### config.mk
export PLATFORM = sky130hd
export DESIGN_NAME = wav_riff_header_parser_core
export DESIGN_NICKNAME = d
export VERILOG_FILES = /design/src/sv/wrhp_pkg.sv /design/src/sv/wrhp_front.sv /design/src/sv/wrhp_queue.sv /design/src/sv/wrhp_back.sv /design/src/sv/wav_riff_header_parser_core.sv
export VERILOG_INCLUDE_DIRS = /design/src /design/src/sv
export SDC_FILE = /design/constraint.sdc
export NUM_CORES = 1
export LEC_CHECK = 0
export ABC_AREA = 1
export BUFFER_PORTS_ARGS = -buffer_cell sky130_fd_sc_hd__buf_2
export CORE_ASPECT_RATIO = 1.5
export CORE_MARGIN = 2
export CORE_UTILIZATION = 53
export DETAILED_ROUTE_END_ITERATION = 16
export GPL_TIMING_DRIVEN = 1
export PLACE_DENSITY_LB_ADDON = 0.12
export SLEW_MARGIN = 5
export SYNTH_ARGS = -nofsm -noshare
export SYNTH_HDL_FRONTEND = slang
export SYNTH_SLANG_ARGS = --single-unit
### constraint.sdc
create_clock -name clock -period 4.88 [get_ports clock]
set_clock_uncertainty 0.1 [all_clocks]
set_input_delay 0.244 -clock clock [delete_from_list [all_inputs] [get_ports clock]]
set_output_delay 0.244 -clock clock [all_outputs]
set_load 0.01 [all_outputs]
### src/sv/assert_macros.svh
// assertion macros used by the rtl core
`ifndef ASSERT_MACROS_SVH
`define ASSERT_MACROS_SVH

// antecedent implies consequent in the same cycle
`define ASSERT_IMPLY(label, clk, rst, ante, cons, msg) \
   label: assert property (@(posedge clk) disable iff (rst) (ante) |-> (cons)) else $error(msg);

// antecedent implies consequent in the next cycle
`define ASSERT_NEXT(label, clk, rst, ante, cons, msg) \
   label: assert property (@(posedge clk) disable iff (rst) (ante) |=> (cons)) else $error(msg);

`endif

### src/sv/wrhp_pkg.sv
// ----------------------------------------------------------------------------
// wrhp_pkg
// types and constants shared by the wav riff header parser modules
// ----------------------------------------------------------------------------
`default_nettype none

package wrhp_pkg;

   // chunk tags as they arrive, first byte in the top bits
   localparam logic [31:0] TAG_FMT     = 32'h666D_7420;
   localparam logic [31:0] TAG_DATA    = 32'h6461_7461;
   localparam logic [31:0] FMT_MIN_LEN = 32'd16;

   localparam logic [15:0] FMT_PCM     = 16'd1;
   localparam logic [15:0] PCM_BITS    = 16'd16;

   // riff header layout
   localparam logic [3:0] RIFF_HDR_LEN  = 4'd12;
   localparam logic [3:0] RIFF_SIZE_LO  = 4'd4;
   localparam logic [3:0] RIFF_SIZE_END = 4'd8;
   localparam logic [3:0] CHDR_TAG_END  = 4'd4;
   localparam logic [3:0] CHDR_LEN      = 4'd8;
   localparam logic [4:0] FMT_BODY_LEN  = 5'd16;

   // status codes
   localparam logic [2:0] ST_PARSING     = 3'd0;
   localparam logic [2:0] ST_PAYLOAD     = 3'd1;
   localparam logic [2:0] ST_NOT_WAV     = 3'd2;
   localparam logic [2:0] ST_SHORT_FMT   = 3'd3;
   localparam logic [2:0] ST_UNSUPPORTED = 3'd4;
   localparam logic [2:0] ST_CHANNELS    = 3'd5;
   localparam logic [2:0] ST_DATA_EARLY  = 3'd6;
   localparam logic [2:0] ST_NO_DATA     = 3'd7;

   // byte kinds
   localparam logic [1:0] KIND_HEADER  = 2'd0;
   localparam logic [1:0] KIND_PAYLOAD = 2'd1;
   localparam logic [1:0] KIND_DISCARD = 2'd2;

   // one word on its way from front to back
   typedef struct packed {
      logic [7:0] data;
      logic       last;
      logic       tag_fmt;   // this byte closes a "fmt " window
      logic       tag_data;  // this byte closes a "data" window
   } item_type;

   // expected riff header byte, bytes 4 to 7 are not checked
   function automatic logic [7:0] riff_expect(input logic [3:0] idx);
      logic [7:0] res;
      unique case (idx)
         4'd0:    res = 8'h52;
         4'd1:    res = 8'h49;
         4'd2:    res = 8'h46;
         4'd3:    res = 8'h46;
         4'd8:    res = 8'h57;
         4'd9:    res = 8'h41;
         4'd10:   res = 8'h56;
         4'd11:   res = 8'h45;
         default: res = 8'h00;
      endcase
      return res;
   endfunction

endpackage

`default_nettype wire

### src/sv/wrhp_front.sv
// ----------------------------------------------------------------------------
// wrhp_front
// input register, tags words that close a "fmt " or "data" tag window
// ----------------------------------------------------------------------------
`default_nettype none

module wrhp_front (
   input  wire logic              clock,
   input  wire logic              reset,
   input  wire logic              req_tvalid,
   output logic                   req_tready,
   input  wire logic [7:0]        req_tdata,
   input  wire logic              req_tlast,
   output logic                   out_valid,
   input  wire logic              out_ready,
   output wrhp_pkg::item_type     out_item
);
   import wrhp_pkg::*;

   logic             valid_ff;
   item_type         item_ff;
   item_type         item_in;
   logic [23:0]      hist_ff;
   logic             accept;

   assign req_tready = !valid_ff || out_ready;
   assign accept     = req_tvalid && req_tready;

   always_comb begin
      item_in.data     = req_tdata;
      item_in.last     = req_tlast;
      item_in.tag_fmt  = ({hist_ff, req_tdata} == TAG_FMT);
      item_in.tag_data = ({hist_ff, req_tdata} == TAG_DATA);
   end

   always_ff @(posedge clock) begin
      if (reset) begin
         valid_ff <= 1'b0;
      end else if (accept) begin
         valid_ff <= 1'b1;
      end else if (out_ready) begin
         valid_ff <= 1'b0;
      end
      if (accept) begin
         item_ff <= item_in;
         hist_ff <= {hist_ff[15:0], req_tdata};
      end
   end

   assign out_valid = valid_ff;
   assign out_item  = item_ff;

endmodule

`default_nettype wire

### src/sv/wrhp_queue.sv
// ----------------------------------------------------------------------------
// wrhp_queue
// short flop queue between the front and the parser
// ----------------------------------------------------------------------------
`default_nettype none

module wrhp_queue #(
   parameter int DEPTH = 4
) (
   input  wire logic              clock,
   input  wire logic              reset,
   input  wire logic              push,
   input  wire wrhp_pkg::item_type push_item,
   output logic                   push_ready,
   input  wire logic              pop,
   output logic                   pop_valid,
   output wrhp_pkg::item_type     pop_item
);
   import wrhp_pkg::*;

   localparam int AW = (DEPTH > 1) ? $clog2(DEPTH) : 1;
   localparam int CW = $clog2(DEPTH + 1);

   item_type        mem_ff [DEPTH];
   logic [AW-1:0]   wr_ptr_ff;
   logic [AW-1:0]   rd_ptr_ff;
   logic [CW-1:0]   count_ff;
   logic            do_push;
   logic            do_pop;

   assign push_ready = (count_ff != CW'(DEPTH));
   assign pop_valid  = (count_ff != '0);
   assign do_push    = push && push_ready;
   assign do_pop     = pop && pop_valid;
   assign pop_item   = mem_ff[rd_ptr_ff];

   always_ff @(posedge clock) begin
      if (reset) begin
         wr_ptr_ff <= '0;
         rd_ptr_ff <= '0;
         count_ff  <= '0;
      end else begin
         if (do_push) begin
            wr_ptr_ff <= (wr_ptr_ff == AW'(DEPTH - 1)) ? '0 : wr_ptr_ff + AW'(1);
         end
         if (do_pop) begin
            rd_ptr_ff <= (rd_ptr_ff == AW'(DEPTH - 1)) ? '0 : rd_ptr_ff + AW'(1);
         end
         if (do_push && !do_pop) begin
            count_ff <= count_ff + CW'(1);
         end else if (do_pop && !do_push) begin
            count_ff <= count_ff - CW'(1);
         end
      end
      if (do_push) begin
         mem_ff[wr_ptr_ff] <= push_item;
      end
   end

endmodule

`default_nettype wire

### src/sv/wrhp_back.sv
// ----------------------------------------------------------------------------
// wrhp_back
// riff / fmt / chunk walker with the result register
// ----------------------------------------------------------------------------
`default_nettype none

module wrhp_back (
   input  wire logic               clock,
   input  wire logic               reset,
   input  wire logic               in_valid,
   output logic                    in_pop,
   input  wire wrhp_pkg::item_type in_item,
   output logic                    rsp_tvalid,
   input  wire logic               rsp_tready,
   output logic [7:0]              rsp_byte,
   output logic [1:0]              rsp_kind,
   output logic [2:0]              rsp_status,
   output logic [1:0]              rsp_channels,
   output logic [31:0]             rsp_rate,
   output logic                    rsp_done
);
   import wrhp_pkg::*;

   typedef enum logic [2:0] {
      PH_RIFF, PH_CHDR, PH_FMT, PH_SKIP, PH_DATA, PH_ERR
   } phase_type;

   phase_type   phase_ff, phase_in;
   logic [3:0]  header_count_ff, header_count_in;
   logic        tag_fmt_ff, tag_fmt_in;
   logic        tag_data_ff, tag_data_in;
   logic [31:0] chunk_length_ff, chunk_length_in;
   logic [32:0] skip_remaining_ff, skip_remaining_in;
   logic [4:0]  fmt_position_ff, fmt_position_in;
   logic [15:0] format_code_ff, format_code_in;
   logic [15:0] sample_bits_ff, sample_bits_in;
   logic [15:0] staged_channels_ff, staged_channels_in;
   logic [31:0] staged_rate_ff, staged_rate_in;
   logic [1:0]  channel_word_ff, channel_word_in;
   logic [31:0] rate_word_ff, rate_word_in;
   logic        fmt_seen_ff, fmt_seen_in;
   logic [2:0]  status_reg_ff, status_reg_in;

   logic        valid_ff;
   logic [7:0]  byte_ff;
   logic [1:0]  kind_ff, kind_in;
   logic [2:0]  st_ff, st_in;
   logic [1:0]  chan_ff;
   logic [31:0] rate_ff;
   logic        done_ff;

   logic [7:0]  b;
   logic [3:0]  hc_inc;
   logic [4:0]  pos_inc;
   logic [31:0] len_body;
   logic [32:0] skip_chunk;
   logic [32:0] skip_fmt;

   assign in_pop = in_valid && (!valid_ff || rsp_tready);
   assign b      = in_item.data;

   always_comb begin
      hc_inc     = header_count_ff + 4'd1;
      pos_inc    = fmt_position_ff + 5'd1;
      len_body   = chunk_length_ff - FMT_MIN_LEN;
      skip_fmt   = {1'b0, len_body} + 33'(chunk_length_ff[0]);

      phase_in           = phase_ff;
      header_count_in    = header_count_ff;
      tag_fmt_in         = tag_fmt_ff;
      tag_data_in        = tag_data_ff;
      chunk_length_in    = chunk_length_ff;
      skip_remaining_in  = skip_remaining_ff;
      fmt_position_in    = fmt_position_ff;
      format_code_in     = format_code_ff;
      sample_bits_in     = sample_bits_ff;
      staged_channels_in = staged_channels_ff;
      staged_rate_in     = staged_rate_ff;
      channel_word_in    = channel_word_ff;
      rate_word_in       = rate_word_ff;
      fmt_seen_in        = fmt_seen_ff;
      status_reg_in      = status_reg_ff;

      if (header_count_ff >= CHDR_TAG_END) begin
         chunk_length_in = {b, chunk_length_ff[31:8]};
      end
      skip_chunk = {1'b0, chunk_length_in} + 33'(chunk_length_in[0]);

      unique case (phase_ff)
         PH_RIFF: begin
            if ((header_count_ff < RIFF_SIZE_LO || header_count_ff >= RIFF_SIZE_END) &&
                b != riff_expect(header_count_ff)) begin
               phase_in      = PH_ERR;
               status_reg_in = ST_NOT_WAV;
            end else if (hc_inc >= RIFF_HDR_LEN) begin
               header_count_in = '0;
               phase_in        = PH_CHDR;
            end else begin
               header_count_in = hc_inc;
            end
            chunk_length_in = chunk_length_ff;
         end
         PH_CHDR: begin
            if (header_count_ff == CHDR_TAG_END - 4'd1) begin
               tag_fmt_in  = in_item.tag_fmt;
               tag_data_in = in_item.tag_data;
            end
            header_count_in = hc_inc;
            if (hc_inc == CHDR_LEN) begin
               header_count_in = '0;
               if (tag_fmt_ff) begin
                  if (chunk_length_in < FMT_MIN_LEN) begin
                     phase_in      = PH_ERR;
                     status_reg_in = ST_SHORT_FMT;
                  end else begin
                     phase_in           = PH_FMT;
                     fmt_position_in    = '0;
                     format_code_in     = '0;
                     sample_bits_in     = '0;
                     staged_channels_in = '0;
                     staged_rate_in     = '0;
                  end
               end else if (tag_data_ff) begin
                  if (!fmt_seen_ff) begin
                     phase_in      = PH_ERR;
                     status_reg_in = ST_DATA_EARLY;
                  end else begin
                     phase_in      = PH_DATA;
                     status_reg_in = ST_PAYLOAD;
                  end
               end else begin
                  skip_remaining_in = skip_chunk;
                  phase_in          = (skip_chunk != '0) ? PH_SKIP : PH_CHDR;
               end
            end
         end
         PH_FMT: begin
            chunk_length_in = chunk_length_ff;
            case (fmt_position_ff)
               5'd0:  format_code_in[7:0]      = b;
               5'd1:  format_code_in[15:8]     = b;
               5'd2:  staged_channels_in[7:0]  = b;
               5'd3:  staged_channels_in[15:8] = b;
               5'd4:  staged_rate_in[7:0]      = b;
               5'd5:  staged_rate_in[15:8]     = b;
               5'd6:  staged_rate_in[23:16]    = b;
               5'd7:  staged_rate_in[31:24]    = b;
               5'd14: sample_bits_in[7:0]      = b;
               5'd15: sample_bits_in[15:8]     = b;
               default: ;
            endcase
            fmt_position_in = pos_inc;
            if (pos_inc == FMT_BODY_LEN) begin
               if (format_code_in != FMT_PCM || sample_bits_in != PCM_BITS) begin
                  phase_in      = PH_ERR;
                  status_reg_in = ST_UNSUPPORTED;
               end else if (staged_channels_in < 16'd1 || staged_channels_in > 16'd2) begin
                  phase_in      = PH_ERR;
                  status_reg_in = ST_CHANNELS;
               end else begin
                  channel_word_in   = staged_channels_in[1:0];
                  rate_word_in      = staged_rate_in;
                  fmt_seen_in       = 1'b1;
                  skip_remaining_in = skip_fmt;
                  header_count_in   = '0;
                  phase_in          = (skip_fmt != '0) ? PH_SKIP : PH_CHDR;
               end
            end
         end
         PH_SKIP: begin
            chunk_length_in   = chunk_length_ff;
            skip_remaining_in = skip_remaining_ff - 33'd1;
            if (skip_remaining_in == '0) begin
               phase_in = PH_CHDR;
            end
         end
         default: begin
            chunk_length_in = chunk_length_ff;
         end
      endcase

      // result fields come from the updated state, the payload kind from the old phase
      st_in = status_reg_in;
      if (in_item.last && st_in == ST_PARSING) begin
         if (phase_in == PH_RIFF) begin
            st_in = ST_NOT_WAV;
         end else if (phase_in == PH_FMT) begin
            st_in = ST_SHORT_FMT;
         end else begin
            st_in = ST_NO_DATA;
         end
      end
      if (st_in >= ST_NOT_WAV) begin
         kind_in = KIND_DISCARD;
      end else if (phase_ff == PH_DATA) begin
         kind_in = KIND_PAYLOAD;
      end else begin
         kind_in = KIND_HEADER;
      end
   end

   always_ff @(posedge clock) begin
      if (reset) begin
         valid_ff           <= 1'b0;
         phase_ff           <= PH_RIFF;
         header_count_ff    <= '0;
         tag_fmt_ff         <= 1'b0;
         tag_data_ff        <= 1'b0;
         chunk_length_ff    <= '0;
         skip_remaining_ff  <= '0;
         fmt_position_ff    <= '0;
         format_code_ff     <= '0;
         sample_bits_ff     <= '0;
         staged_channels_ff <= '0;
         staged_rate_ff     <= '0;
         channel_word_ff    <= '0;
         rate_word_ff       <= '0;
         fmt_seen_ff        <= 1'b0;
         status_reg_ff      <= ST_PARSING;
      end else begin
         if (in_pop) begin
            valid_ff <= 1'b1;
         end else if (rsp_tready) begin
            valid_ff <= 1'b0;
         end
         if (in_pop && in_item.last) begin
            // file closed, back to the riff header
            phase_ff           <= PH_RIFF;
            header_count_ff    <= '0;
            tag_fmt_ff         <= 1'b0;
            tag_data_ff        <= 1'b0;
            chunk_length_ff    <= '0;
            skip_remaining_ff  <= '0;
            fmt_position_ff    <= '0;
            format_code_ff     <= '0;
            sample_bits_ff     <= '0;
            staged_channels_ff <= '0;
            staged_rate_ff     <= '0;
            channel_word_ff    <= '0;
            rate_word_ff       <= '0;
            fmt_seen_ff        <= 1'b0;
            status_reg_ff      <= ST_PARSING;
         end else if (in_pop) begin
            phase_ff           <= phase_in;
            header_count_ff    <= header_count_in;
            tag_fmt_ff         <= tag_fmt_in;
            tag_data_ff        <= tag_data_in;
            chunk_length_ff    <= chunk_length_in;
            skip_remaining_ff  <= skip_remaining_in;
            fmt_position_ff    <= fmt_position_in;
            format_code_ff     <= format_code_in;
            sample_bits_ff     <= sample_bits_in;
            staged_channels_ff <= staged_channels_in;
            staged_rate_ff     <= staged_rate_in;
            channel_word_ff    <= channel_word_in;
            rate_word_ff       <= rate_word_in;
            fmt_seen_ff        <= fmt_seen_in;
            status_reg_ff      <= status_reg_in;
         end
      end
      if (in_pop) begin
         byte_ff <= b;
         kind_ff <= kind_in;
         st_ff   <= st_in;
         chan_ff <= channel_word_in;
         rate_ff <= rate_word_in;
         done_ff <= in_item.last;
      end
   end

   assign rsp_tvalid   = valid_ff;
   assign rsp_byte     = byte_ff;
   assign rsp_kind     = kind_ff;
   assign rsp_status   = st_ff;
   assign rsp_channels = chan_ff;
   assign rsp_rate     = rate_ff;
   assign rsp_done     = done_ff;

endmodule

`default_nettype wire

### src/sv/wav_riff_header_parser_core.sv
// ----------------------------------------------------------------------------
// wav_riff_header_parser_core
// streaming wav riff header parser, one result word per file byte
// ----------------------------------------------------------------------------
// usage:
//   req channel carries one file byte per word, req_tlast on the final byte.
//   rsp channel returns one word per byte: the byte, its kind (header,
//   payload, discarded), the status, channel count and sample rate of the
//   latest accepted fmt chunk, with rsp_tlast marking the final byte.
//   on the final word the status is final, and the parser returns to the
//   riff header for the next file.
// path: with no stall a byte moves from the front register to a queue entry
//   and then to the result register, which raises rsp_tvalid.
// throughput: one word per cycle while rsp_tready stays high; the chunk walker
//   in the back end updates its state once per byte and the front keeps taking
//   words while a result waits, until the front register and the queue are full.
// reset: synchronous, clears the queue, the result valid and all parse state.
// stall: when rsp_tready is low the result holds, the back end stops popping,
//   and req_tready drops once QUEUE_DEPTH + 2 words are pending (result
//   register, queue, front register).
// ----------------------------------------------------------------------------
`default_nettype none

`include "assert_macros.svh"

module wav_riff_header_parser_core #(
   parameter int QUEUE_DEPTH = 4
) (
   input  wire logic        clock,
   input  wire logic        reset,
   input  wire logic        req_tvalid,
   output logic             req_tready,
   input  wire logic [7:0]  req_tdata,   // [7:0] byte_in
   input  wire logic        req_tlast,   // last
   output logic             rsp_tvalid,
   input  wire logic        rsp_tready,
   output logic [47:0]      rsp_tdata,   // [7:0] byte_out, [10:8] status,
                                         // [12:11] channel_count,
                                         // [44:13] rate, [47:45] zero
   output logic [1:0]       rsp_tuser,   // [1:0] byte_kind
   output logic             rsp_tlast    // done_res
);
   import wrhp_pkg::*;

   // front to queue
   logic       fr_valid;
   logic       q_ready;
   item_type   fr_item;

   // queue to back
   logic       q_valid;
   logic       q_pop;
   item_type   q_item;

   // back result fields
   logic [7:0]  res_byte;
   logic [2:0]  res_status;
   logic [1:0]  res_channels;
   logic [31:0] res_rate;

   wrhp_front u_front (
      .clock      (clock),
      .reset      (reset),
      .req_tvalid (req_tvalid),
      .req_tready (req_tready),
      .req_tdata  (req_tdata),
      .req_tlast  (req_tlast),
      .out_valid  (fr_valid),
      .out_ready  (q_ready),
      .out_item   (fr_item)
   );

   // decouples classification from the chunk walker
   wrhp_queue #(
      .DEPTH (QUEUE_DEPTH)
   ) u_queue (
      .clock      (clock),
      .reset      (reset),
      .push       (fr_valid),
      .push_item  (fr_item),
      .push_ready (q_ready),
      .pop        (q_pop),
      .pop_valid  (q_valid),
      .pop_item   (q_item)
   );

   wrhp_back u_back (
      .clock        (clock),
      .reset        (reset),
      .in_valid     (q_valid),
      .in_pop       (q_pop),
      .in_item      (q_item),
      .rsp_tvalid   (rsp_tvalid),
      .rsp_tready   (rsp_tready),
      .rsp_byte     (res_byte),
      .rsp_kind     (rsp_tuser),
      .rsp_status   (res_status),
      .rsp_channels (res_channels),
      .rsp_rate     (res_rate),
      .rsp_done     (rsp_tlast)
   );

   // pack result fields, lowest field first, zero fill to whole bytes
   assign rsp_tdata = {3'b000, res_rate, res_channels, res_status, res_byte};

   // the final word of a file never reports parsing in progress
   `ASSERT_IMPLY(a_final_status, clock, reset, rsp_tvalid && rsp_tlast,
      res_status != ST_PARSING, "final word carries parsing status")
   // payload bytes only appear with payload status
   `ASSERT_IMPLY(a_payload_status, clock, reset, rsp_tvalid && rsp_tuser == KIND_PAYLOAD,
      res_status == ST_PAYLOAD, "payload byte without payload status")
   // payload implies an accepted fmt chunk
   `ASSERT_IMPLY(a_payload_fmt, clock, reset, rsp_tvalid && rsp_tuser == KIND_PAYLOAD,
      res_channels != 2'd0, "payload byte without channel count")
   // error statuses always discard
   `ASSERT_IMPLY(a_error_kind, clock, reset, rsp_tvalid && res_status >= ST_NOT_WAV,
      rsp_tuser == KIND_DISCARD, "error status on a kept byte")

endmodule

`default_nettype wire

# Word level (Yosys, flattened, before mapping)
# Memory sizes are Yosys's and may differ from the RTL's. A register that Yosys moved wholly into a read port is not among the register bits.
# Cells that the tools add are included.
# word_totals
register_bits	289
mem_bits_rw	44
mem_bits_ro	96
inputBits	13
wordCells	222
n_memories	2
# classes
add_sub_neg	10
order_cmp	8
n_eq_ne	34
muxes	96
n_bitwise	2
reduce_logical	39
# memory_table
name	depth	word_bits	read_ports	rd_ports_with_merged_regs	write_ports	line_no	text
(name not given)	16	6	1	1	0	wrhp_pkg.sv:51	unique case (idx)
u_queue.mem_ff	4	11	1	1	1	wrhp_queue.sv:24	item_type mem_ff [DEPTH];
# op_table
op	count
32-bit two-way mux	8
33-bit two-way mux	6
8-bit two-way mux	17
33-bit case mux with 3 select lines	1
16-bit case mux with 2 select lines	3
3-bit two-way mux	24
32-bit by 1-bit adder with 33-bit output	2
33-bit nonzero test	2
32-bit by 31-bit equality test with 1-bit output (second input constant)	2
32-bit case mux with 2 select lines	1
16-bit two-way mux	3
33-bit zero test	1
33-bit by 1-bit subtractor with 33-bit output (second input constant)	1
32-bit by 5-bit < comparator with 1-bit output (second input constant)	1
4-bit two-way mux	8
32-bit by 5-bit subtractor with 32-bit output (second input constant)	1
5-bit by 3-bit equality test with 1-bit output (second input constant)	4
2-bit two-way mux	10
16-bit by 2-bit > comparator with 1-bit output (second input constant)	1
16-bit by 1-bit < comparator with 1-bit output (second input constant)	1
16-bit by 1-bit != test with 1-bit output (second input constant)	1
16-bit by 5-bit != test with 1-bit output (second input constant)	1
5-bit two-way mux	3
2-bit != test (second input constant)	6
41 further kinds	81

# Logic depth before layout (Yosys ltp)
# depth
depth_word	14
ltp_mapped	26
ltp_nobuf	26

# By module
# A second synthesis with hierarchy kept.
# hier_totals
cells_unflattened	2749
hier_area_um2	19239.7
# modules_own_cells
module	n_inst	cells_each	area_per_inst_um2	seq_area_each_um2
wrhp_back	1	2479	15944.0	5525.3
wrhp_queue	1	176	2164.6	1501.4
wrhp_front	1	90	1104.8	830.8
wav_riff_header_parser_core	1	4	26.3	0.0

# Worst setup path before layout
# Ideal clock, no wire load.
# synth_path
path_kind	reg2reg
from	register u_back.header_count_ff[2]
to	register u_back.st_ff[0] (netlist: u_back.rsp_status[0]), data pin
arrival_time_ns	2.600
required_time_ns	4.522
setup_slack_ns	1.923
stages_incl_launch_ff	24
period_less_slack_ns	2.957
path_cell_list	dfxtp_1 buf_6 nor2_4 buf_6 nand2_1 nand2_1 ha_1 nand3_1 nor2_1 nand3_1 nor2_1 nand2_1 nor2_1 nand2_1 nand2_1 nand2_1 nor2_1 nand3_1 nand2_1 nand2_1 a21oi_2 nand2_1 nand2_1 nand2_1
# synth_via
elab_chain_cells	12
word_cells_on_any_way	30
classes_between	2 x add/sub; 5 x order compare; 1 x eq/ne; 16 x mux; 6 x reduce/logical
# synth_rtl
element	line_no	text
start: declaration	wrhp_back.sv:29	logic [3:0] header_count_ff, header_count_in;
start signal: assignment	wrhp_back.sv:245	header_count_ff <= header_count_in;
4-bit by 3-bit greater-or-equal comparator with 1-bit output	wrhp_back.sv:84	if (header_count_ff >= CHDR_TAG_END) begin
32-bit two-way mux	wrhp_back.sv:84	
32-bit by 1-bit adder with 33-bit output	wrhp_back.sv:87	skip_chunk = {1'b0, chunk_length_in} + 33'(chunk_length_in[0]);
33-bit nonzero test	wrhp_back.sv:133	phase_in = (skip_chunk != '0) ? PH_SKIP : PH_CHDR;
2-bit two-way mux	wrhp_back.sv:133	
3-bit two-way mux	wrhp_back.sv:123	end else if (tag_data_ff) begin
3-bit two-way mux	wrhp_back.sv:111	if (tag_fmt_ff) begin
3-bit two-way mux	wrhp_back.sv:109	if (hc_inc == CHDR_LEN) begin
3-bit case mux with 4 select lines	wrhp_back.sv:89	unique case (phase_ff)
3-bit zero test	wrhp_back.sv:185	if (phase_in == PH_RIFF) begin
3-bit two-way mux	wrhp_back.sv:185	
3-bit two-way mux *	wrhp_back.sv:184	if (in_item.last && st_in == ST_PARSING) begin
net u_back.st_in[0]	wrhp_back.sv:47	logic [2:0] st_ff, st_in;
end signal: assignment	wrhp_back.sv:264	st_ff <= st_in;
end: declaration	wrhp_back.sv:47	
# The timed path passes the listed nets; every way through them passes the cells marked *.
# A chain may end at the register's enable or synchronous reset.

==> results.md <==
- Largest net degree at the start of global routing: between 70 and 80
- Startpoint Class: flop
- Via count: approximately 19000
- Worst hold path type: in -> reg
- WP data arrival: between 4000 and 5000 ps
- Syn Area/Cell: 7.01 µm²
- Number of synthesized flops with an enable pin: between 100 and 150
- Clock tree sinks: 333
- Clk slew on worst S/H paths: 60 ps
- Proportion of layout cells with a drive suffix above 1: under 10%
- GRT overflow: 0
- Most numerous cell in the Yosys netlist: nand2_1
- Cell depth of the worst setup path: 16
- DRT antenna net count: 0
- Routed length per placed instance: 19.3 µm
- Setup CP Type: reg -> reg
- Synth area leader: dfxtp_1
- TritonCTS Buffers: 35
- Number of fill cells: about 3500
- Mapped Area: 19300 µm²
- Met1 GRT Util: about a third
- Top post-synthesis cells by count: nand2_1, nor2_1, inv_1, o21ai_0, dfxtp_1
- Synth area leaders: dfxtp_1, edfxtp_1, nand2_1
- Async SR Flop Fraction: 0%
- Setup WS post-layout: between 400 and 500 ps
- GRT busiest layer: met2
- HPWL after DPL: between 40000 and 50000 µm
- Met3 usage: between 4 and 5%
- Yosys cell types: 61
- DRC: 0
- Worst skew pair latency: 550 ps
- Cells after Synth: 2756
- Seq/Total Area, Yosys: between 40 and 50%
- GRT Util Overall: between 30 and 40%
- Setup bufs post-CTS: 0
- Cell mode on critical path: nand2_1
- Pleak: just over 9 nW
- Antenna fix cells: 0
- Non-Filler Instances: between 3000 and 4000
- CP peak stage delay: between 800 and 900 ps
- PwrDens: roughly 710 nW/µm²
- Outcome: completed
- Top Ports: 66
- Cells on worst reg2reg path: 16
- DRT Wirelength: ~63000 µm
- Average vias per placed instance: between 5 and 6
- WP buf/inv: 4
- WP data required: 5230 ps
- Max Cap Viol: 0
- Commonest register cell after synthesis: dfxtp_1
- Die Area: between 30000 and 40000 µm²
- Yosys top cell area share: 22.2%
- Initial drt markers: around 1300
- Peak supply drop: about 0.45 mV
- #FFs+latches synth: 333
- Minimum clock period: 4440 ps
- Fmax: about 230 MHz
- Final Hold Viols: 0
- Final Setup Violations: 0
- Core Util, Final: around 60%
- Max Fanout on Critical Path: 78
- CTS tree: built
- Pre-CTS worst setup slack: 545 ps
- Final-stage net count: ~2800
- Cts repair resizes: 0
- Initial Util: between 50% and 60%
- Crit path cell chain: inv_2 -> nand2_1 -> nand3_1 -> nand2_1 -> o21ai_1 -> inv_1 -> nand2_1 -> nor2_1 -> nand2_1 -> nor2_2 -> nand3_1 -> nand2_2 -> inv_2 -> buf_4 -> nand3_1 -> a21oi_1
- Slew headroom: 19.4%
- Vias in the first global route: between 15000 and 20000
- Hold Path Stages: 2
- Die Width: around 160 µm
- Bufs on Longest Clock Path: 3
- Setup TNS: 0 ps
- Fin. max-slew vios: 0
- CTS root buf: clkbuf_16
- CTS H-tree lvls: 2
- Die height: roughly 240 µm
- CP max stage cell: inv_2
- Placed cell count: around 3200
- Area growth, synth to finish: 9.18%
- Worst Setup End Kind: flop
- Cell family with most CP delay: buffers and inverters
- Final period util: about 91%
- TritonRoute pass-1 iters: 5
- # hold bufs at CTS: 12
- Port Buf Inserts: 62
- First-pass GRT wire length: between 90000 and 100000 µm
- M2 GR Usage: between 60% and 70%
- RSZ-0062 raised after global routing: no
- Core Area: roughly 36000 µm²
- Row cnt: 85
- Measured slew at the worst slew-check pin: between 1000 and 1500 ps
- Placer Congestion: between 1 and 1.5
- Ys Warns: 0
- Initial antenna violation count: 0
## state kept, by name, indices dropped and copies added, names as in the netlist, 4 cells and up, named ones only
register and cells:
u_queue.mem_ff 44, u_back.skip_remaining_ff 33, u_back.chunk_length_ff 32, u_back.rate_word_ff 32, u_back.rsp_rate 32, u_back.staged_rate_ff 32, u_front.hist_ff 24, u_back.format_code_ff 16
u_back.sample_bits_ff 16, u_back.staged_channels_ff 16, u_back.rsp_byte 8, u_back.fmt_position_ff 5, u_back.header_count_ff 4
## cell type report
| type | count | area (µm²) | share of cell area, % |
|---|---|---|---|
| Multi-Input combinational cell | 2013 | 9750 | 46.2 |
| Sequential cell | 333 | 7860 | 37.2 |
| Inverter | 281 | 1060 | 5.01 |
| Clock buffer | 51 | 977 | 4.63 |
| Timing Repair Buffer | 116 | 746 | 3.53 |
| Tap cell | 478 | 598 | 2.83 |
| Clock inverter | 13 | 110 | 0.522 |
## routing by layer
metal | routed length [µm] | vias up
li1 | - | 9166
met1 | 23000 | 8743
met5 | 0 | -
met4 | 5110 | 0
met3 | 2720 | 248
met2 | 32400 | 592
## final timing paths
check / startpoint / endpoint / slack [ps]
setup / recovery: flop / u_back.staged_rate_ff[21]$_SDFFE_PP0P_ / 440
hold / removal: req_tlast / u_front.out_item[2]$_DFFE_PP_ / 330
setup reg to reg: flop / u_back.staged_rate_ff[21]$_SDFFE_PP0P_ / 440
hold reg to reg: u_back.rate_word_ff[26]$_SDFFE_PP0P_ / u_back.rate_word_ff[26]$_SDFFE_PP0P_ / 350
## placed cells by master (no fill, tap or decap), types with 9 or more instances in the layout
| master | Yosys | final |
|---|---|---|
| nand2_1 | 744 | 742 |
| nor2_1 | 282 | 281 |
| inv_1 | 264 | 263 |
| o21ai_0 | 231 | 231 |
| dfxtp_1 | 214 | 214 |
| nand3_1 | 207 | 207 |
| a21oi_1 | 178 | 178 |
| edfxtp_1 | 119 | 119 |
| buf_2 | 34 | 62 |
| nand4_1 | 54 | 54 |
| xor2_1 | 45 | 45 |
| o21ai_1 | 44 | 44 |
| buf_4 | 17 | 42 |
| clkbuf_16 | 0 | 36 |
| o211a_1 | 26 | 26 |
| nor3_1 | 24 | 24 |
| nand2_2 | 20 | 21 |
| nor2_2 | 18 | 18 |
| ha_1 | 17 | 17 |
| inv_2 | 15 | 16 |
| o22ai_1 | 14 | 14 |
| a211oi_1 | 13 | 13 |
| clkbuf_1 | 64 | 13 |
| dlygate4sd3_1 | 0 | 12 |
| nand3b_1 | 9 | 9 |
| o221ai_1 | 9 | 9 |
## where the power goes
group,internal [mW],total (mW),leakage [nW],switching (mW)
Clock,1.46,2.58,0.524,1.12
Sequential,3.49,3.87,2.88,0.377
Combinational,2.44,8.63,5.74,6.19
## worst reg2reg max path: stages (launching register included)
cell and delay [ps]:
dfxtp_1 510, inv_2 380, nand2_1 100, nand3_1 90
nand2_1 480, o21ai_1 450, inv_1 140, nand2_1 80
nor2_1 40, nand2_1 100, nor2_2 70, nand3_1 80
nand2_2 70, inv_2 850, buf_4 490, nand3_1 130
a21oi_1 170
## cells by family after synthesis
kind of cell	after synthesis	synth area share, %
adder cells (fa/ha/maj)	18	1.20
XOR/XNOR	48	2.18
AO/OA/AOI/OAI	551	15.9
other	1	0.0194
buffers and inverters	412	9.04
AND/OR/NAND/NOR	1393	31.0
flip-flops	333	40.7
## stage by stage
stage / hold slack [ps] / instance area, µm² / power (mW)
5_1_grt: 340 / 21100 / 16.1
2_1_floorplan: 213 / 19300 / 9.77
4_1_cts: 302 / 21100 / 15.0
3_3_place_gp: 323 / 19900 / 12.3
6_report: 335 / 21100 / 15.1
3_5_place_dp: 328 / 19900 / 12.4
No activity file was read; power rests on OpenSTA's default activity.
